==> src/rtl/dtip_pkg.sv <==
// Package for the dual timer and interrupt port unit.
// Holds the item kinds, the register map and the item and result types.
// No dependencies.
`timescale 1ns / 1ps
`default_nettype none

package dtip_pkg;

  // Kind of one input item.
  typedef enum logic [1:0] {
    OP_WRITE = 2'd0,
    OP_READ  = 2'd1,
    OP_PEEK  = 2'd2,
    OP_TICK  = 2'd3
  } op_e;

  // Register map.
  localparam logic [3:0] REG_PORT_A  = 4'd0;
  localparam logic [3:0] REG_PORT_B  = 4'd1;
  localparam logic [3:0] REG_DIR_A   = 4'd2;
  localparam logic [3:0] REG_DIR_B   = 4'd3;
  localparam logic [3:0] REG_TA_LO   = 4'd4;
  localparam logic [3:0] REG_TA_HI   = 4'd5;
  localparam logic [3:0] REG_TB_LO   = 4'd6;
  localparam logic [3:0] REG_TB_HI   = 4'd7;
  localparam logic [3:0] REG_ICR     = 4'd13;
  localparam logic [3:0] REG_CTRL_A  = 4'd14;
  localparam logic [3:0] REG_CTRL_B  = 4'd15;

  // Bit positions in the control and flag registers.
  localparam int unsigned CtrlRunBit     = 0;
  localparam int unsigned CtrlOneShotBit = 3;
  localparam int unsigned FlagSumBit     = 7;

  // One input item.
  typedef struct packed {
    op_e        op;
    logic [3:0] reg_req;
    logic [7:0] wdata;
    logic [7:0] port_b_in;
  } item_t;

  // One result item.
  typedef struct packed {
    logic [7:0] rdata;
    logic       irq;
  } result_t;

endpackage

`default_nettype wire

==> src/rtl/dtip_core.sv <==
// Register file, timers and interrupt logic of the dual timer port unit.
// Updates state for one item per fire strobe and gives its result.
// Depends on dtip_pkg.
`timescale 1ns / 1ps
`default_nettype none

module dtip_core (
  input  wire logic             clk_i,
  input  wire logic             rst_ni,
  input  wire logic             fire_i,
  input  wire dtip_pkg::item_t  item_i,
  output dtip_pkg::result_t     result_o
);
  import dtip_pkg::*;

  logic [7:0]  port_a_q, port_a_d;
  logic [7:0]  dir_a_q, dir_a_d;
  logic [7:0]  dir_b_q, dir_b_d;
  logic [15:0] latch_a_q, latch_a_d;
  logic [15:0] latch_b_q, latch_b_d;
  logic [15:0] count_a_q, count_a_d;
  logic [15:0] count_b_q, count_b_d;
  logic [6:0]  mask_q, mask_d;
  logic [7:0]  flags_q, flags_d;
  logic [7:0]  ctrl_a_q, ctrl_a_d;
  logic [7:0]  ctrl_b_q, ctrl_b_d;
  logic        irq_q, irq_d;
  logic [7:0]  rdata;

  // Next state and read data for the current item. Port B writes have no
  // visible effect, since reads of port B return the external input.
  always_comb begin
    port_a_d  = port_a_q;
    dir_a_d   = dir_a_q;
    dir_b_d   = dir_b_q;
    latch_a_d = latch_a_q;
    latch_b_d = latch_b_q;
    count_a_d = count_a_q;
    count_b_d = count_b_q;
    mask_d    = mask_q;
    flags_d   = flags_q;
    ctrl_a_d  = ctrl_a_q;
    ctrl_b_d  = ctrl_b_q;
    irq_d     = irq_q;
    rdata     = 8'd0;
    case (item_i.op)
      OP_WRITE: begin
        case (item_i.reg_req)
          REG_PORT_A: port_a_d = item_i.wdata;
          REG_DIR_A:  dir_a_d  = item_i.wdata;
          REG_DIR_B:  dir_b_d  = item_i.wdata;
          REG_TA_LO:  latch_a_d[7:0]  = item_i.wdata;
          REG_TA_HI:  latch_a_d[15:8] = item_i.wdata;
          REG_TB_LO:  latch_b_d[7:0]  = item_i.wdata;
          REG_TB_HI:  latch_b_d[15:8] = item_i.wdata;
          REG_ICR: begin
            if (item_i.wdata[7]) begin
              mask_d = mask_q | item_i.wdata[6:0];
            end else begin
              mask_d = mask_q & ~item_i.wdata[6:0];
            end
          end
          REG_CTRL_A: begin
            if (item_i.wdata[CtrlRunBit] && !ctrl_a_q[CtrlRunBit]) begin
              count_a_d = latch_a_q;
            end
            ctrl_a_d = item_i.wdata;
          end
          REG_CTRL_B: begin
            if (item_i.wdata[CtrlRunBit] && !ctrl_b_q[CtrlRunBit]) begin
              count_b_d = latch_b_q;
            end
            ctrl_b_d = item_i.wdata;
          end
          default: begin
          end
        endcase
      end
      OP_READ, OP_PEEK: begin
        case (item_i.reg_req)
          REG_PORT_A: rdata = port_a_q;
          REG_PORT_B: rdata = item_i.port_b_in;
          REG_DIR_A:  rdata = dir_a_q;
          REG_DIR_B:  rdata = dir_b_q;
          REG_TA_LO:  rdata = count_a_q[7:0];
          REG_TA_HI:  rdata = count_a_q[15:8];
          REG_TB_LO:  rdata = count_b_q[7:0];
          REG_TB_HI:  rdata = count_b_q[15:8];
          REG_ICR: begin
            rdata = flags_q;
            if (flags_q[FlagSumBit]) begin
              irq_d = 1'b0;
            end
            if (item_i.op == OP_READ) begin
              flags_d = 8'd0;
            end
          end
          REG_CTRL_A: rdata = ctrl_a_q;
          REG_CTRL_B: rdata = ctrl_b_q;
          default:    rdata = 8'd0;
        endcase
      end
      OP_TICK: begin
        // Timer A counts down, reloads and flags at expiry, and stops there in one-shot mode.
        if (ctrl_a_q[CtrlRunBit]) begin
          if (count_a_q <= 16'd1) begin
            count_a_d  = latch_a_q;
            flags_d[0] = 1'b1;
            if (ctrl_a_q[CtrlOneShotBit]) begin
              ctrl_a_d[CtrlRunBit] = 1'b0;
            end
          end else begin
            count_a_d = count_a_q - 16'd1;
          end
        end
        // Timer B, same scheme.
        if (ctrl_b_q[CtrlRunBit]) begin
          if (count_b_q <= 16'd1) begin
            count_b_d  = latch_b_q;
            flags_d[1] = 1'b1;
            if (ctrl_b_q[CtrlOneShotBit]) begin
              ctrl_b_d[CtrlRunBit] = 1'b0;
            end
          end else begin
            count_b_d = count_b_q - 16'd1;
          end
        end
        // While the summary bit is clear, an enabled flag sets it and raises the line.
        if (!flags_d[FlagSumBit] && ((flags_d[6:0] & mask_q) != 7'd0)) begin
          flags_d[FlagSumBit] = 1'b1;
          irq_d = 1'b1;
        end
      end
      default: begin
      end
    endcase
  end

  // State registers, updated once per accepted item.
  always_ff @(posedge clk_i or negedge rst_ni) begin
    if (!rst_ni) begin
      port_a_q  <= 8'd0;
      dir_a_q   <= 8'd0;
      dir_b_q   <= 8'd0;
      latch_a_q <= 16'd0;
      latch_b_q <= 16'd0;
      count_a_q <= 16'd0;
      count_b_q <= 16'd0;
      mask_q    <= 7'd0;
      flags_q   <= 8'd0;
      ctrl_a_q  <= 8'd0;
      ctrl_b_q  <= 8'd0;
      irq_q     <= 1'b0;
    end else if (fire_i) begin
      port_a_q  <= port_a_d;
      dir_a_q   <= dir_a_d;
      dir_b_q   <= dir_b_d;
      latch_a_q <= latch_a_d;
      latch_b_q <= latch_b_d;
      count_a_q <= count_a_d;
      count_b_q <= count_b_d;
      mask_q    <= mask_d;
      flags_q   <= flags_d;
      ctrl_a_q  <= ctrl_a_d;
      ctrl_b_q  <= ctrl_b_d;
      irq_q     <= irq_d;
    end
  end

  assign result_o.rdata = rdata;
  assign result_o.irq   = irq_d;

`ifndef NO_ASSERTIONS
  // The line is only ever high while the summary bit is set.
  a_irq_has_summary: assert property (@(posedge clk_i) disable iff (!rst_ni)
    irq_q |-> flags_q[FlagSumBit])
    else $error("interrupt line high without summary flag");

  // A peek never changes the flags.
  a_peek_keeps_flags: assert property (@(posedge clk_i) disable iff (!rst_ni)
    (fire_i && item_i.op == OP_PEEK) |=> $stable(flags_q))
    else $error("peek changed the interrupt flags");

  // A stopped timer A holds its count across a tick.
  a_stopped_holds: assert property (@(posedge clk_i) disable iff (!rst_ni)
    (fire_i && item_i.op == OP_TICK && !ctrl_a_q[CtrlRunBit]) |=> $stable(count_a_q))
    else $error("stopped timer A counted");
`endif

endmodule

`default_nettype wire

==> src/rtl/dual_timer_interrupt_port_unit.sv <==
// Top level of the dual timer and interrupt port unit.
// Input and output stream stages around dtip_core. Depends on dtip_pkg.
//
// Usage:
//   The slave channel takes one item per handshake: tuser carries the kind
//   (write, read, peek or timer tick), tdata the register index, write
//   byte and port B input value. The master channel returns exactly one
//   result item per input item, in order: the read byte (zero for writes
//   and ticks) and the interrupt line level after that item.
//   Flow: an accepted item is registered in the input stage, processed by
//   the core as it moves on, and its result is registered in the output
//   register and valid on the master channel. Throughput is one item per
//   cycle while the receiver keeps up; the input stage and the output
//   register each hold one item so both sides run back to back.
//   Reset clears all timers, latches, ports, mask, flags and the line, and
//   empties both stages. When the receiver stalls, the result holds in the
//   output register, one more item waits in the input stage, and then
//   s_axis_tready_o drops until the receiver takes the result.
`timescale 1ns / 1ps
`default_nettype none

module dual_timer_interrupt_port_unit (
  input  wire logic        clk_i,
  input  wire logic        rst_ni,
  input  wire logic        s_axis_tvalid_i,
  output logic             s_axis_tready_o,
  // tdata: reg_req [3:0], wdata [11:4], port_b_in [19:12], zero [23:20]
  input  wire logic [23:0] s_axis_tdata_i,
  // tuser: op [1:0]
  input  wire logic [1:0]  s_axis_tuser_i,
  output logic             m_axis_tvalid_o,
  input  wire logic        m_axis_tready_i,
  // tdata: rdata [7:0], irq [8], zero [15:9]
  output logic [15:0]      m_axis_tdata_o
);
  import dtip_pkg::*;

  logic    in_valid_q;
  item_t   in_item_q;
  logic    out_valid_q;
  result_t out_q;
  result_t result;
  logic    advance;
  logic    s_fire;

  // The input stage moves on whenever the output register is free or drains.
  assign advance         = in_valid_q && (!out_valid_q || m_axis_tready_i);
  assign s_axis_tready_o = !in_valid_q || advance;
  assign s_fire          = s_axis_tvalid_i && s_axis_tready_o;

  // Input stage.
  always_ff @(posedge clk_i or negedge rst_ni) begin
    if (!rst_ni) begin
      in_valid_q <= 1'b0;
    end else if (s_axis_tready_o) begin
      in_valid_q <= s_axis_tvalid_i;
    end
  end

  always_ff @(posedge clk_i) begin
    if (s_fire) begin
      in_item_q.op        <= op_e'(s_axis_tuser_i);
      in_item_q.reg_req   <= s_axis_tdata_i[3:0];
      in_item_q.wdata     <= s_axis_tdata_i[11:4];
      in_item_q.port_b_in <= s_axis_tdata_i[19:12];
    end
  end

  dtip_core u_core (
    .clk_i    (clk_i),
    .rst_ni   (rst_ni),
    .fire_i   (advance),
    .item_i   (in_item_q),
    .result_o (result)
  );

  // Output register.
  always_ff @(posedge clk_i or negedge rst_ni) begin
    if (!rst_ni) begin
      out_valid_q <= 1'b0;
    end else if (advance) begin
      out_valid_q <= 1'b1;
    end else if (m_axis_tready_i) begin
      out_valid_q <= 1'b0;
    end
  end

  always_ff @(posedge clk_i) begin
    if (advance) begin
      out_q <= result;
    end
  end

  assign m_axis_tvalid_o = out_valid_q;
  assign m_axis_tdata_o  = {7'd0, out_q.irq, out_q.rdata};

endmodule

`default_nettype wire
==> config.mk <==
export PLATFORM = sky130hd
export DESIGN_NAME = dual_timer_interrupt_port_unit
export DESIGN_NICKNAME = d
export VERILOG_FILES = /design/src/rtl/dtip_pkg.sv /design/src/rtl/dtip_core.sv /design/src/rtl/dual_timer_interrupt_port_unit.sv
export SDC_FILE = /design/constraint.sdc
export NUM_CORES = 1
export LEC_CHECK = 0
export ABC_AREA = 1
export BUFFER_PORTS_ARGS = -buffer_cell sky130_fd_sc_hd__buf_4
export CORE_MARGIN = 1
export CORE_UTILIZATION = 55
export CTS_BUF_LIST = sky130_fd_sc_hd__clkbuf_8
export DETAILED_ROUTE_END_ITERATION = 16
export PLACE_DENSITY_LB_ADDON = 0.2
export SYNTH_ARGS = -nofsm -noshare
export SYNTH_HDL_FRONTEND = slang
export SYNTH_SLANG_ARGS = --single-unit
==> constraint.sdc <==
create_clock -name clk_i -period 2.4 [get_ports clk_i]
set_clock_uncertainty 0.1 [all_clocks]
set_input_delay 0.36 -clock clk_i [delete_from_list [all_inputs] [get_ports clk_i]]
set_output_delay 0.36 -clock clk_i [all_outputs]
set_load 0.02 [all_outputs]
==> qor.yml <==
place_ws_ns: 0.121
p_per_area_nw_per_um2: 871
first_iter_violations: 459
core_um2: 12300
place_congestion: 0.891
synth_top_area_share_pct: 39.8
timing.rr.start: "u_core.count_a_q[0]"
ios: 48
critPathLaunchType: "flop"
slew_violations: 0
post-route-drc-count: 0
grt_max_degree: 41
grtUsageTotal_pct: 29.5
yosys-top-cells-count: "nand2_1 (151), inv_1 (113), dfrtp_1 (112)"
worst_setup_path_endpoint: "u_core.ctrl_a_q[0]"
timing.hold.ws_ns: 0.0224
crit_buf_inv: 3
status: "finished clean"
syn_to_final_growth_pct: 15.4
die_w_um: 115
cts.sink_count: 143
grt_pass1_wl_mm: 28.9
drive_gt1_share_pct: 14.1
synth.avg_cell_area_um2: 8.61
holdPathStages: 3
dieArea_um2: 13300
use_met1_pct: 39.3
synth_ff_type: "dfrtp_1"
setup_slack_ns: 0.162
vias: 5923
arrival_ns: 2.47
final_core_util_pct: 66.2
antenna_found_initial: 0
syn_area_um2: 7040
vdd_drop_max_mv: 0.712
die_h_um: 115
cts_tree: "yes"
vias_per_cell: 5.54
dr.pass1.iters: 5
clk_pin_slew_ns: 0.08
totalWireLength_mm: 18.1
grt_pass1_vias: 5755
p_switching_w: 0.00260
grt.busiest_layer: "met2"
synth.area.top_cells: "dfrtp_1 (40%), edfxtp_1 (13%), nand2_1 (8.1%)"
synth-async-reset-ratio_pct: 78.3
cp_top_family: "simple AND/OR/NAND/NOR gates"
met3_usage_pct: 6.80
synth-warning-count: 0
end_kind: "flop"
synth_most_common_cell: "nand2_1"
row_count: 40
netlist_instances: 817
r2r_end: "u_core.ctrl_a_q[0]"
diodes: 0
critPathMaxStageDelay_ns: 0.43
relSlewSlack_pct: 53.5
rrSetupSlack_ns: 0.16
synth_edf_count: 31
postCtsSetupBuffers: 0
worstPathRequired_ns: 2.63
clockPowerShare_pct: 23.9
p_comb_share_pct: 27.1
crit_cells: 11
share_seq_of_total_power_pct: 48.9
io_buffers: 36
seq_area_frac_synth_pct: 53.0
yosysTopAreaCell: "dfrtp_1"
dp_hpwl_mm: 12.3
rsz0062_at_grt: "no"
cp_max_fo: 10
worst_r2r_path_depth: 11
routedWlPerCell_um: 16.9
cell_internal_pwr_w: 0.00448
numCtsBuffers: 17
crit_chain: "inv_1 > ha_2 > inv_1 > nand2_1 > nand3_1 > nor2_1 > nand2_1 > nand2_4 > clkinvlp_4 > o21ai_0 > o21ai_0"
ctsRootBufferMaster: "clkbuf_8"
ant_nets: 0
p_leak_nw: 3.78
finalCriticalPeriod_ns: 2.24
initial_core_util_pct: 57.4
layout.nets: 926
crit_type: "reg -> reg"
maxCapViolations: 0
met2_usage_pct: 47.5
min_path_type: "in -> reg"
fmaxAchievable_mhz: 447
grt_remaining_overflow: 0
cts_max_level: 4
cp_slowest_cell: "dfrtp_1"
hold_viol_final: 0
synthDistinctLibCells: 37
tightest_slew_ns: 0.697
crit_path_start: "u_core.count_a_q[0]"
worstSkewPairLatency_ns: 0.46
finalSetupViolCount: 0
cts.path.max_buffers: 2
setup_tns_ns: 0
yosys_register_bits: 143
period_share_pct: 93.2
sw_frac_of_total_pct: 36.7
==> stage by stage <==
step	area (µm²)	power, W	instances
2_1_floorplan	7060	0.00470	823
3_3_place_gp	7520	0.00525	1013
3_5_place_dp	7520	0.00533	1013
4_1_cts	8090	0.00705	1068
5_1_grt	8120	0.00750	1070
6_report	8120	0.00708	1070
==> power groups by stage <==
| stage | clock network, W | logic [W] | registers [W] |
|---|---|---|---|
| final | 0.00169 | 0.00192 | 0.00346 |
| after floorplan | 0 | 0.00133 | 0.00337 |
| after CTS | 0.00171 | 0.00189 | 0.00345 |
| after global routing | 0.00181 | 0.00217 | 0.00352 |
| after detailed placement | 0 | 0.00184 | 0.00349 |
| after global placement | 0 | 0.00179 | 0.00347 |
==> tightest hold or removal path, stage by stage <==
cell     delay (ns)
buf_4          0.07
nand2_1        0.06
nand2_1        0.05
==> metal layers <==
metal  part of all wire (%)  up-vias
li1                       -     2824
met1                     42     2818
met2                     48      253
met3                    8.1       28
met4                    2.2        0
met5                      0        -
==> cell usage in the layout, fill, tap and decap left out, drive strengths merged, types with 29 or more instances in the layout <==
| master | Yosys | routed |
|---|---|---|
| edfxtp | 31 | 31 |
| inv | 116 | 119 |
| nand2 | 156 | 156 |
| nor2 | 83 | 83 |
| a21oi | 29 | 29 |
| dfrtp | 112 | 112 |
| o22ai | 36 | 36 |
| buf | 29 | 59 |
| nand3 | 37 | 37 |
| o21ai | 112 | 112 |
==> state kept, by name, summed over array words and instances, names as in the netlist, named ones only <==
signal / flops
u_core.port_a_q: 8
m_axis_tdata_o: 9
m_axis_tvalid_o: 1
u_core.count_a_q: 16
in_valid_q: 1
u_core.ctrl_b_q: 8
u_core.count_b_q: 16
u_core.latch_a_q: 16
u_core.ctrl_a_q: 8
u_core.latch_b_q: 16
u_core.flags_q: 3
u_core.dir_a_q: 8
u_core.dir_b_q: 8
u_core.irq_q: 1
in_item_q: 22
==> cell type report <==
class / instances / area [µm²]
clock buffers: 18 / 248
clock inverters: 14 / 96.3
fillers: 1012 / 4140
inverters: 117 / 444
multi-input cells: 526 / 2690
flip-flops and latches: 143 / 3730
well taps: 168 / 210
repair buffers: 82 / 686
repair inverters: 2 / 15.0
==> repair_timing <==
action	in CTS	in global routing
hold buffers	23	0
gates resized for setup	0	6
hold endpoints to repair	59	0
endpoints found under the setup margin	0	10
==> worst min path at each step <==
| stage | startpoint | end | slack [ns] |
|---|---|---|---|
| floorplan | rst_ni | async pin | -0.04 |
| global placement | rst_ni | u_core.latch_b_q[4] | 0.28 |
| detailed placement | rst_ni | u_core.latch_b_q[5] | 0.28 |
| CTS | s_axis_tvalid_i | in_valid_q | 0.007 |
| global route | s_axis_tvalid_i | in_valid_q | 0.03 |
| finish | s_axis_tvalid_i | in_valid_q | 0.02 |
==> kinds of logic after synthesis <==
| family | synth area share (%) |
|---|---|
| AOI/OAI and AO/OA | 15.8 |
| xor gates and xnor gates | 1.87 |
| adders and majority gates | 1.24 |
| buffers and inverters | 9.21 |
| DFF | 53.0 |
| muxes | 2.40 |
| other | 0.0533 |
| and+or+nand+nor | 16.4 |
Note: power is estimated with default switching activity, not from simulation.
